--- src/rtl/ptlru_pkg.sv ---
`default_nettype none

package ptlru_pkg;

  localparam int TABLE_ENTRIES = 8;
  localparam int IDX_W = (TABLE_ENTRIES > 1) ? $clog2(TABLE_ENTRIES) : 1;
  localparam int CNT_W = $clog2(TABLE_ENTRIES + 1);
  localparam int ADDR_W = 48;
  localparam int TIME_W = 32;
  localparam int SLOT_W = 3;

  typedef logic [ADDR_W-1:0] addr_t;
  typedef logic [TIME_W-1:0] time_t;
  typedef logic [SLOT_W-1:0] slot_t;
  typedef logic [IDX_W-1:0] idx_t;
  typedef logic [CNT_W-1:0] cnt_t;

  typedef enum logic [1:0] {
    OUT_HIT    = 2'd0,
    OUT_INSERT = 2'd1,
    OUT_EVICT  = 2'd2
  } outcome_t;

  typedef enum logic [1:0] {
    ST_IDLE,
    ST_SCAN,
    ST_DRAIN,
    ST_COMMIT
  } state_t;

  typedef struct packed {
    logic start;
    logic scan;
    logic commit;
  } ctl_cmd_t;

  typedef struct packed {
    logic last_rd;
    logic out_busy;
  } ctl_stat_t;

endpackage

`default_nettype wire

--- src/rtl/ptlru_if.sv ---
`default_nettype none

interface ptlru_req_if;
  import ptlru_pkg::*;

  logic  valid;
  logic  ready;
  addr_t target_addr;
  time_t now_ms;

  modport source (output valid, output target_addr, output now_ms, input ready);
  modport sink (input valid, input target_addr, input now_ms, output ready);
endinterface

interface ptlru_rsp_if;
  import ptlru_pkg::*;

  logic     valid;
  logic     ready;
  outcome_t outcome;
  slot_t    slot_index;
  addr_t    evicted_addr;

  modport source (output valid, output outcome, output slot_index, output evicted_addr,
                  input ready);
  modport sink (input valid, input outcome, input slot_index, input evicted_addr,
                output ready);
endinterface

`default_nettype wire

--- src/rtl/ptlru_ctrl.sv ---
`default_nettype none

module ptlru_ctrl (
  input  wire logic                 clk,
  input  wire logic                 rst,
  input  wire logic                 in_valid,
  output logic                      in_ready,
  input  wire ptlru_pkg::ctl_stat_t stat,
  output ptlru_pkg::ctl_cmd_t       cmd
);
  import ptlru_pkg::*;

  state_t state;
  state_t state_next;

  always_ff @(posedge clk) begin
    if (rst) begin
      state <= ST_IDLE;
    end else begin
      state <= state_next;
    end
  end

  always_comb begin
    state_next = state;
    case (state)
      ST_IDLE: begin
        if (in_valid) state_next = ST_SCAN;
      end
      ST_SCAN: begin
        if (stat.last_rd) state_next = ST_DRAIN;
      end
      ST_DRAIN: begin
        state_next = ST_COMMIT;
      end
      ST_COMMIT: begin
        if (!stat.out_busy) state_next = ST_IDLE;
      end
      default: begin
        state_next = ST_IDLE;
      end
    endcase
  end

  always_comb begin
    in_ready   = (state == ST_IDLE);
    cmd.start  = (state == ST_IDLE) && in_valid;
    cmd.scan   = (state == ST_SCAN);
    cmd.commit = (state == ST_COMMIT) && !stat.out_busy;
  end

  a_commit_after_drain: assert property (@(posedge clk) disable iff (rst)
    (state == ST_DRAIN) |=> (state == ST_COMMIT))
    else $error("drain not followed by commit");

  a_scan_after_start: assert property (@(posedge clk) disable iff (rst)
    cmd.start |=> cmd.scan)
    else $error("scan did not follow start");

  a_no_accept_while_busy: assert property (@(posedge clk) disable iff (rst)
    (cmd.scan || cmd.commit) |-> !in_ready)
    else $error("ready raised during work");

endmodule

`default_nettype wire

--- src/rtl/ptlru_dp.sv ---
`default_nettype none

module ptlru_dp (
  input  wire logic                 clk,
  input  wire logic                 rst,
  input  wire ptlru_pkg::ctl_cmd_t  cmd,
  output ptlru_pkg::ctl_stat_t      stat,
  input  wire ptlru_pkg::addr_t     target_addr,
  input  wire ptlru_pkg::time_t     now_ms,
  ptlru_rsp_if.source               rsp
);
  import ptlru_pkg::*;

  // table storage
  addr_t mem_addr [TABLE_ENTRIES];
  time_t mem_time [TABLE_ENTRIES];
  logic [TABLE_ENTRIES-1:0] vld;
  cnt_t  count;

  // request
  addr_t req_addr;
  time_t req_time;

  // scan
  idx_t  rd_idx;
  idx_t  cmp_idx;
  logic  cmp_en;
  addr_t rd_addr_q;
  time_t rd_time_q;

  logic  hit_found;
  idx_t  hit_slot;
  logic  free_found;
  idx_t  free_slot;
  logic  old_found;
  idx_t  old_slot;
  time_t old_time;
  addr_t old_addr;

  // decision
  outcome_t dec_outcome;
  idx_t     dec_slot;
  addr_t    dec_evict;
  logic     dec_insert;

  // output word
  logic     out_valid;
  outcome_t out_outcome;
  slot_t    out_slot;
  addr_t    out_evict;

  always_ff @(posedge clk) begin
    if (cmd.start) begin
      req_addr <= target_addr;
      req_time <= now_ms;
    end
  end

  always_ff @(posedge clk) begin
    if (rst) begin
      rd_idx <= '0;
      cmp_en <= 1'b0;
    end else begin
      cmp_en <= cmd.scan;
      if (cmd.start) begin
        rd_idx <= '0;
      end else if (cmd.scan) begin
        rd_idx <= rd_idx + idx_t'(1);
      end
    end
  end

  always_ff @(posedge clk) begin
    cmp_idx <= rd_idx;
    if (cmd.scan) begin
      rd_addr_q <= mem_addr[rd_idx];
      rd_time_q <= mem_time[rd_idx];
    end
    if (cmd.commit) begin
      mem_addr[dec_slot] <= req_addr;
      mem_time[dec_slot] <= req_time;
    end
  end

  always_ff @(posedge clk) begin
    if (cmd.start) begin
      hit_found  <= 1'b0;
      free_found <= 1'b0;
      old_found  <= 1'b0;
    end else if (cmp_en) begin
      if (vld[cmp_idx] && (rd_addr_q == req_addr) && !hit_found) begin
        hit_found <= 1'b1;
        hit_slot  <= cmp_idx;
      end
      if (!vld[cmp_idx] && !free_found) begin
        free_found <= 1'b1;
        free_slot  <= cmp_idx;
      end
      if (vld[cmp_idx] && (!old_found || (rd_time_q < old_time))) begin
        old_found <= 1'b1;
        old_slot  <= cmp_idx;
        old_time  <= rd_time_q;
        old_addr  <= rd_addr_q;
      end
    end
  end

  always_comb begin
    dec_insert = 1'b0;
    dec_evict  = '0;
    if (hit_found) begin
      dec_outcome = OUT_HIT;
      dec_slot    = hit_slot;
    end else if (free_found && (count < cnt_t'(TABLE_ENTRIES))) begin
      dec_outcome = OUT_INSERT;
      dec_slot    = free_slot;
      dec_insert  = 1'b1;
    end else begin
      dec_outcome = OUT_EVICT;
      dec_slot    = old_found ? old_slot : '0;
      dec_evict   = old_found ? old_addr : '0;
    end
  end

  always_ff @(posedge clk) begin
    if (rst) begin
      vld   <= '0;
      count <= '0;
    end else if (cmd.commit) begin
      vld[dec_slot] <= 1'b1;
      if (dec_insert) count <= count + cnt_t'(1);
    end
  end

  always_ff @(posedge clk) begin
    if (rst) begin
      out_valid <= 1'b0;
    end else if (cmd.commit) begin
      out_valid <= 1'b1;
    end else if (rsp.ready) begin
      out_valid <= 1'b0;
    end
  end

  always_ff @(posedge clk) begin
    if (cmd.commit) begin
      out_outcome <= dec_outcome;
      out_slot    <= slot_t'(dec_slot);
      out_evict   <= dec_evict;
    end
  end

  assign stat.last_rd  = (rd_idx == idx_t'(TABLE_ENTRIES - 1));
  assign stat.out_busy = out_valid && !rsp.ready;

  assign rsp.valid        = out_valid;
  assign rsp.outcome      = out_outcome;
  assign rsp.slot_index   = out_slot;
  assign rsp.evicted_addr = out_evict;

  a_commit_into_free: assert property (@(posedge clk) disable iff (rst)
    cmd.commit |-> !(out_valid && !rsp.ready))
    else $error("result overwritten before taken");

  a_count_matches: assert property (@(posedge clk) disable iff (rst)
    $countones(vld) == int'(count))
    else $error("valid count out of step with valid bits");

  a_commit_shows: assert property (@(posedge clk) disable iff (rst)
    cmd.commit |=> out_valid)
    else $error("commit did not raise output");

  a_evict_only_full: assert property (@(posedge clk) disable iff (rst)
    (cmd.commit && dec_insert) |-> !vld[dec_slot])
    else $error("insert into occupied slot");

endmodule

`default_nettype wire

--- src/rtl/peer_table_lru_insert_top.sv ---
`default_nettype none

// channel  dir  word
// req      in   target_addr[47:0], now_ms[31:0]
// rsp      out  outcome[1:0], slot_index[2:0], evicted_addr[47:0]
//
// after a request is accepted, one entry of the table is read per cycle through a single
// registered read port, then come one drain and one commit step; the result is registered
// at the commit, and a new request is taken only once the control is back in idle
// req ready is high only while no request is in progress
// a finished result waits in the output register, the next request is taken meanwhile
// a stalled rsp holds the next result in its commit step
// rst clears the valid bits, the count and control; the table needs no clearing pass

module peer_table_lru_insert_top (
  input  wire logic   clk,
  input  wire logic   rst,
  ptlru_req_if.sink   req,
  ptlru_rsp_if.source rsp
);
  import ptlru_pkg::*;

  ctl_cmd_t  cmd;
  ctl_stat_t stat;
  logic      in_ready;

  assign req.ready = in_ready;

  ptlru_ctrl u_ctrl (
    .clk      (clk),
    .rst      (rst),
    .in_valid (req.valid),
    .in_ready (in_ready),
    .stat     (stat),
    .cmd      (cmd)
  );

  ptlru_dp u_dp (
    .clk         (clk),
    .rst         (rst),
    .cmd         (cmd),
    .stat        (stat),
    .target_addr (req.target_addr),
    .now_ms      (req.now_ms),
    .rsp         (rsp)
  );

endmodule

`default_nettype wire

--- src/flat_wrapper.sv ---
// flat-port wrapper written by rule: the top's interface ports become plain ports
module peer_table_lru_insert_top_flat import ptlru_pkg::*;
  (clk, rst, req_valid, req_target_addr, req_now_ms, req_ready, rsp_valid, rsp_outcome, rsp_slot_index, rsp_evicted_addr, rsp_ready);
  ptlru_req_if req_i ();
  ptlru_rsp_if rsp_i ();
  input  wire logic clk;
  input  wire logic rst;
  input wire logic [$bits(req_i.valid)-1:0] req_valid;
  input wire logic [$bits(req_i.target_addr)-1:0] req_target_addr;
  input wire logic [$bits(req_i.now_ms)-1:0] req_now_ms;
  output wire logic [$bits(req_i.ready)-1:0] req_ready;
  output wire logic [$bits(rsp_i.valid)-1:0] rsp_valid;
  output wire logic [$bits(rsp_i.outcome)-1:0] rsp_outcome;
  output wire logic [$bits(rsp_i.slot_index)-1:0] rsp_slot_index;
  output wire logic [$bits(rsp_i.evicted_addr)-1:0] rsp_evicted_addr;
  input wire logic [$bits(rsp_i.ready)-1:0] rsp_ready;
  assign req_i.valid = req_valid;
  assign req_i.target_addr = req_target_addr;
  assign req_i.now_ms = req_now_ms;
  assign req_ready = req_i.ready;
  assign rsp_valid = rsp_i.valid;
  assign rsp_outcome = rsp_i.outcome;
  assign rsp_slot_index = rsp_i.slot_index;
  assign rsp_evicted_addr = rsp_i.evicted_addr;
  assign rsp_i.ready = rsp_ready;
  peer_table_lru_insert_top u_core (.clk(clk), .rst(rst), .req(req_i), .rsp(rsp_i));
endmodule
--- config.mk ---
export PLATFORM = sky130hd
export DESIGN_NAME = peer_table_lru_insert_top_flat
export DESIGN_NICKNAME = d
export VERILOG_FILES = /design/src/rtl/ptlru_pkg.sv /design/src/rtl/ptlru_if.sv /design/src/rtl/ptlru_ctrl.sv /design/src/rtl/ptlru_dp.sv /design/src/rtl/peer_table_lru_insert_top.sv /design/src/flat_wrapper.sv
export SDC_FILE = /design/constraint.sdc
export NUM_CORES = 1
export LEC_CHECK = 0
export CORE_UTILIZATION = 35
export DETAILED_ROUTE_END_ITERATION = 7
export DONT_BUFFER_PORTS = 1
export PLACE_DENSITY = 0.47
export SYNTH_ARGS = -nofsm -noshare
export SYNTH_HDL_FRONTEND = slang
export SYNTH_SLANG_ARGS = --single-unit
--- constraint.sdc ---
create_clock -name clk -period 15.5 [get_ports clk]
set_input_delay 0.775 -clock clk [delete_from_list [all_inputs] [get_ports clk]]
set_output_delay 0.775 -clock clk [all_outputs]
set_load 0.05 [all_outputs]
-- After elaboration in Yosys (flattened, before gate mapping)
Memories as Yosys holds them, arrays and structs flattened. A register that Yosys moved wholly into a read port is not among the register bits.
Cells that the tools add are included.
Widths: inputs -> output; s select.
- add/sub/neg operators: 2
- order comparisons: 5
- eq/ne operators: 8
- mux-type cells: 18
- bitwise gates (word level): 3
- reductions and logical operators: 28
- operators by type and width (operator ; number):
    $eq 48x48->1 ; 1
    $lt 32x32->1 ; 1
    $reduce_and 3->1 ; 4
    $logic_and 1x1->1 ; 9
    $mux 3 ; 3
    $lt 3x4->1 const B ; 2
    $mux 1 ; 8
    $mux 2 ; 4
    $or 8x8->8 ; 1
    $pmux 2 s4 ; 1
    $reduce_and 2->1 ; 4
    $logic_not 1->1 ; 6
    $add 4x1->4 const B ; 1
    $eq 2x2->1 const B ; 2
    $lt 4x4->1 const B ; 1
    $ne 2x2->1 const B ; 2
    $add 3x1->3 const B ; 1
    $bmux 1 s3 ; 1
    $demux 1 s3 ; 1
    $eq 3x3->1 const B ; 1
    $ge 3x1->1 const B ; 1
    $reduce_or 3->1 ; 1
    $eq 2x1->1 const B ; 1
    $logic_not 2->1 ; 1
    5 further kinds ; 6
- register bits after elaboration: 247
- memory bits (writable): 640
- output and inout bits: 55
- memories: 2
- memory list (memory ; depth ; width ; read ports ; clocked after memory_dff ; wr ports ; line ; text):
    u_core.u_dp.mem_addr ; 8 ; 48 ; 1 ; 1 ; 1 ; ptlru_dp.sv:15 ; addr_t mem_addr [TABLE_ENTRIES];
    u_core.u_dp.mem_time ; 8 ; 32 ; 1 ; 1 ; 1 ; ptlru_dp.sv:16 ; time_t mem_time [TABLE_ENTRIES];

-- Depth between registers and ports, before layout
- depth in word-level cells: 9
- depth in mapped cells: 7

-- By module
Synthesis repeated with hierarchy kept, for this count alone.
- cells, all modules: 1583
- area, all modules: 35870.7 um^2
- by module, submodules not included (module ; times used ; cells each ; area each (um^2) ; sequential area each (um^2)):
    ptlru_dp ; 1 ; 1561 ; 35678.0 ; 28747.6
    ptlru_ctrl ; 1 ; 22 ; 192.7 ; 40.0

-- Worst setup path before layout
OpenSTA, ideal clock, no wires.
- path type: register to register
- start: register u_core.u_dp.rd_time_q[2] (read register of u_core.u_dp.mem_time)
- end: register u_core.u_dp.old_addr[0], enable pin
- setup time: 0.552 ns
- arrival: 5.473 ns
- data required time: 14.948 ns
- setup slack: 9.475 ns
- stages on the path, launching flop included: 7
- clock period less this slack: 6.025 ns
- cells stage by stage: edfxtp_1 > ha_1 > a211o_1 > a31oi_1 > o31ai_1 > a211o_1 > a21oi_1
- cells in the longest elaborated chain, start to end: 4
- RTL lines (item ; line ; text):
    start, declared ; ptlru_dp.sv:29 ; time_t rd_time_q;
    $lt 32x32->1 ; ptlru_dp.sv:99 ; if (vld[cmp_idx] && (!old_found || (rd_time_q < old_time))) begin
    $logic_or 1x1->1 ; ptlru_dp.sv:99 ;
    $logic_and 1x1->1 ; ptlru_dp.sv:99 ;
    $reduce_and 3->1 (no line) ; - ;
    end signal, assigned ; ptlru_dp.sv:103 ; old_addr <= rd_addr_q;
    end, declared ; ptlru_dp.sv:38 ; addr_t old_addr;
No other way between the ends.
A chain may end at the register's enable or synchronous reset.

-- Worst setup path in the final report
- start: register u_core.u_ctrl.state[0]
- end: register u_core.u_dp.old_addr[42], enable pin
- cells in the longest elaborated chain, start to end: 4
- RTL lines (item ; line ; text):
    start, declared ; ptlru_ctrl.sv:13 ; state_t state;
    start signal, assigned ; ptlru_ctrl.sv:20 ; state <= state_next;
    $logic_not 2->1 ; - ;
    net req_ready ; flat_wrapper.sv:11 ; output wire logic [$bits(req_i.ready)-1:0] req_ready;
    $logic_and 1x1->1 ; ptlru_ctrl.sv:47 ; cmd.start = (state == ST_IDLE) && in_valid;
    $not 1->1 (no line) ; - ;
    $reduce_and 3->1 (no line) ; - ;
The timed path passes the listed nets, and every way through them passes these cells.

==> summary by stage <==
Critical path
The kind of cell adding the most delay to the critical path is buffers and inverters. The cell occurring most often along the worst timing path is sky130_fd_sc_hd__nand2_1. The buffer and inverter count on the worst path is 2. In this design, the stage delay of the slowest critical-path cell is 900 ps. The slowest stage of the critical path belongs to the cell sky130_fd_sc_hd__buf_4. The startpoint-to-endpoint class of the critical path is reg -> reg. The kind of capture point of the worst setup path is a register.

Along the worst path, the maximum fanout reaches 59. The required time at the worst-slack endpoint is 15780 ps. Traced cell by cell, the critical path runs through inv_1, ha_1, nand2_1, nand2_1, nor2b_1, o211ai_1, a21oi_4, buf_4. The element type at the critical path start is a register.

The endpoint arrival time on the critical path is about 4400 ps.

Timing
The maximum frequency from static timing analysis is 242 MHz. Measured against its own limit, the worst slew margin works out to 28.1%. The max-slew violation count is 0. The final sum of negative setup slack is 0 ps.

Dividing the final minimum period by the clock period gives 26.7%. The slew of the pin with the lowest slew margin is 1080 ps. Counting I/O delays and the setup requirement, the final critical path takes 4130 ps. The hold violation total from the final report is 0. Setup repair after global routing left no endpoint under its margin. The count of final setup violators is 0. The worst-case setup margin in the final layout is 11370 ps. The worst clock skew is 18.8 ps.

Pwr
The overall power consumption is 6.50 mW. The power density over cell area is 160 nW/um^2. For this design the total switching power over the nets is approximately 1.6 mW. In this run, the combinational gates consume 11.5% of the power. The internal power component is 4.86 mW. The switching share of total power is 25.2%. Across the VDD grid, the largest voltage drop is 103 uV. Of the total power, the clock network draws approximately a third. Sequential cells account for 53.9% of the total power.

The leakage power figure is 12.6 nW.

Synth
After Yosys synthesis, full adders, half adders and majority gates account for 1.33% of the synthesized area. The count of unique library cells instantiated by Yosys is 44. Summing the areas of all compound-gate instances in the mapped netlist gives less than 1% of the synthesized area. The post-synth net total is 1709. The synthesized netlist cell count is 1587. The synthesized design contains between 900 and 1000 register bits. After synthesis, the largest family of logic cells by area is multiplexers.

The biggest area consumer among synthesized cells is sky130_fd_sc_hd__edfxtp_1. A synthesized cell averages 22.6 sq um. Multiplexer cells account for 12.8% of the synthesized area. The area share of the largest cell type after synthesis is 78.9%. The simple-gate share of the synthesized area is under 10%. The synthesized netlist occupies a cell area of 35900 sq um. The number of warnings issued by yosys is 0. The area share of xor/xnor cells in the synthesized design is 1.15%. Ranked by total cell area, the synthesized netlist is headed by sky130_fd_sc_hd__edfxtp_1 (79%), sky130_fd_sc_hd__mux4_2 (10%), sky130_fd_sc_hd__mux2_2 (2.5%). The sequential cell area fraction in the yosys report is 80.3%.

Detailed routing
The first-pass detailed-route iteration total is 4. The DRC violations left is 0. The detailed router finished its first iteration with approximately 980 violations. The vias after detailed routing is 15214. The count of antenna-violating nets left after detailed routing is 0. The detailed-route wire length is 78.3 mm. In the final routed layout, each cell accounts on average for approximately 25 um. Dividing the detail-routed via count by the number of cells gives around 4.9.

Die
The height of the die is around 320 um. For this configuration, the core starts out at a cell density of 35.3%. The die is 322 um wide. During I/O placement, the number of pins put on the boundary was 139. The floorplan step defined a die boundary enclosing 104000 sq um. The placeable core area is around 100000 sq um. After floorplanning, the core was divided into 117 placement rows.

Cells and area
The commonest non-fill, non-tap cell in the layout is sky130_fd_sc_hd__edfxtp_1. Relative to the synthesized area, the layout overhead comes to 13.1%. Summing all non-filler instances in the final layout gives an area of between 40000 and 50000 sq um. The layout has 9026 filler cells.

The library cells used most frequently in the layout, excluding fill and tap cells, are sky130_fd_sc_hd__edfxtp_1 (942), sky130_fd_sc_hd__mux4_2 (162), sky130_fd_sc_hd__clkbuf_16 (109). Registers take 28800 sq um. Of the cells placed in the final design, the portion with a size suffix greater than 1 is 23.4%.

For this run, the post-layout net count is ~1800. The multi-input combinational cells in the finished layout cover a total of 6660 sq um.

Clocking
The number of gates given a new drive strength after cts is 0. The post-CTS clock slew at the launch and capture registers of the worst setup and hold paths is 60 ps. The CTS tree is built. Counting along the longest clock path gives a buffer depth of 3.

For the worst-skew pair, the clock arrives at the later sink with an insertion delay of 670 ps. CTS saw 967 sinks. The CTS root buffer is sky130_fd_sc_hd__clkbuf_16.

TritonCTS created 106 clock buffers. The clock tree synthesis step divided the H-tree into 3 levels. After clock tree synthesis, the setup repair step added 0 buffers. The post-cts hold buffer count is 0.

Min path
In this run the worst hold path is classified as in -> reg.

Global routing
The via count of the first global-routing pass is 16472. The overall track demand over capacity in global routing is roughly 15%. The number of antenna violations at the first check in global routing is 12. The global-route wire length before repair is 114 mm. The pin count of the biggest net entering global routing is 100. The aggregate global routing overflow is 0.

Placed design
The HPWL after detailed placement is approximately 42 mm. The final weighted congestion in routability-driven placement is 0.721. The worst slack at placement is around 11000 ps. The instance area after placement is around 38000 sq um.

The number of buffers inserted by port buffering is 0.

Flow run
The count of maximum capacitance violations is 0.

Run status
The flow ran to the end, and the final reports show no timing, DRC or antenna violations.
==> Yosys cell counts <==
library cell / number
sky130_fd_sc_hd__inv_1: 44
sky130_fd_sc_hd__a31oi_1: 10
sky130_fd_sc_hd__mux2_2: 81
sky130_fd_sc_hd__a221oi_1: 2
sky130_fd_sc_hd__nor2b_1: 5
sky130_fd_sc_hd__buf_6: 10
sky130_fd_sc_hd__nor4bb_1: 1
sky130_fd_sc_hd__a22oi_1: 1
sky130_fd_sc_hd__xor2_1: 30
sky130_fd_sc_hd__a211o_1: 3
sky130_fd_sc_hd__o221a_2: 1
sky130_fd_sc_hd__o21ba_1: 1
sky130_fd_sc_hd__nand2b_1: 3
sky130_fd_sc_hd__xnor2_1: 17
sky130_fd_sc_hd__a41oi_1: 1
sky130_fd_sc_hd__o31ai_1: 1
sky130_fd_sc_hd__o2bb2ai_1: 1
sky130_fd_sc_hd__nor4_1: 9
sky130_fd_sc_hd__mux4_2: 162
sky130_fd_sc_hd__mux2i_1: 4
sky130_fd_sc_hd__nor3_1: 4
sky130_fd_sc_hd__buf_2: 14
sky130_fd_sc_hd__a222oi_1: 1
sky130_fd_sc_hd__or4_1: 1
sky130_fd_sc_hd__clkbuf_1: 30
sky130_fd_sc_hd__and3_1: 8
sky130_fd_sc_hd__nand4_1: 8
sky130_fd_sc_hd__nand2_1: 15
sky130_fd_sc_hd__and3b_1: 3
sky130_fd_sc_hd__nor4b_2: 1
sky130_fd_sc_hd__nor2_1: 22
sky130_fd_sc_hd__ha_1: 38
sky130_fd_sc_hd__and2_1: 49
sky130_fd_sc_hd__a21o_1: 2
sky130_fd_sc_hd__nand3_1: 5
sky130_fd_sc_hd__o21ai_0: 6
sky130_fd_sc_hd__dfxtp_1: 25
sky130_fd_sc_hd__a21oi_1: 17
sky130_fd_sc_hd__and4_1: 2
sky130_fd_sc_hd__a32o_1: 1
sky130_fd_sc_hd__o211ai_1: 1
sky130_fd_sc_hd__edfxtp_1: 942
sky130_fd_sc_hd__inv_2: 2
sky130_fd_sc_hd__o21a_1: 3
==> routing by layer <==
layer / up-vias / routed length (um) / share of wire [%] / track usage [%]
met5: - / 65 / 0.083 / 0
met4: 8 / 1590 / 2.0 / 4.41
met3: 127 / 4020 / 5.1 / 3.22
met2: 340 / 36800 / 47 / 24.4
met1: 8093 / 35800 / 46 / 21.2
li1: 6646 / - / - / -
==> worst reg2reg max path: cells and delay by family (launching register included) <==
family / cells / cell delay, ps
flops: 1 / 400
compound gates: 2 / 960
buf+inv: 2 / 1000
fa+ha+maj: 1 / 420
simple gates: 3 / 920
==> flip-flops by register name, summed over array words and instances, names as in the netlist, 2 cells and up <==
| name | cells |
|---|---|
| u_core.u_dp.free_slot | 3 |
| u_core.u_dp.old_slot | 3 |
| u_core.u_dp.vld | 8 |
| u_core.u_dp.rd_addr_q | 48 |
| u_core.u_dp.rd_idx | 3 |
| u_core.u_dp.mem_addr | 384 |
| u_core.u_dp.hit_slot | 3 |
| u_core.u_dp.rd_time_q | 32 |
| u_core.u_dp.old_addr | 48 |
| u_core.u_ctrl.state | 2 |
| u_core.u_dp.rsp.slot_index | 3 |
| u_core.u_dp.old_time | 32 |
| u_core.u_dp.rsp.outcome | 2 |
| u_core.u_dp.mem_time | 256 |
| u_core.u_dp.count | 4 |
| u_core.u_dp.rsp.evicted_addr | 48 |
| u_core.u_dp.req_addr | 48 |
| u_core.u_dp.cmp_idx | 3 |
| u_core.u_dp.req_time | 32 |
==> kinds of logic (layout without fill, tap and decap cells) <==
| group | count (synthesis) | after routing |
|---|---|---|
| adders and majority gates | 38 | 38 |
| xor gates and xnor gates | 47 | 47 |
| other | 0 | 2 |
| AOI/OAI and AO/OA | 52 | 52 |
| muxes | 247 | 247 |
| and+or+nand+nor | 136 | 136 |
| buffers and inverters | 100 | 246 |
| DFF | 967 | 967 |
==> per-stage QoR <==
step / utilization [%] / hold WS [ps] / instances
2_1_floorplan: - / 350 / 1587
3_3_place_gp: 36.9 / 433 / 2921
3_5_place_dp: 36.9 / 441 / 2921
4_1_cts: 39.9 / 129 / 3101
5_1_grt: 39.9 / 143 / 3101
6_report: 39.9 / 175 / 3103
==> area by class of cell <==
class                           instances  area share [%]
Sequential cell                       967            71.0
Multi-Input combinational cell        520            16.4
Clock buffer                          143            7.04
Tap cell                             1368            4.22
Inverter                               46           0.444
Clock inverter                         37           0.441
Timing Repair Buffer                   20           0.401
Antenna cell                            2          0.0123
==> power by group through the flow <==
stage | combinational (mW) | sequential (mW) | clock (mW)
5_1_grt | 0.823 | 3.54 | 2.41
3_5_place_dp | 0.782 | 3.57 | 0
3_3_place_gp | 0.778 | 3.55 | 0
4_1_cts | 0.785 | 3.51 | 2.31
6_report | 0.750 | 3.50 | 2.24
2_1_floorplan | 0.576 | 3.46 | 0
==> worst paths after layout <==
kind	start	to	slack, ps	cells past startpoint
worst max-delay path	u_core.u_ctrl.state[0]$_SDFFE_PP0P_	u_core.u_dp.old_addr[42]$_DFFE_PP_	11370	8
worst min-delay path	rst	u_core.u_ctrl.state[1]$_SDFFE_PP0P_	170	1
worst max register to register	u_core.u_ctrl.state[0]$_SDFFE_PP0P_	u_core.u_dp.old_addr[42]$_DFFE_PP_	11370	8
worst min register to register	u_core.u_dp.vld[5]$_SDFFE_PP0P_	u_core.u_dp.vld[5]$_SDFFE_PP0P_	450	2
Note: power is estimated with default switching activity, not from simulation.
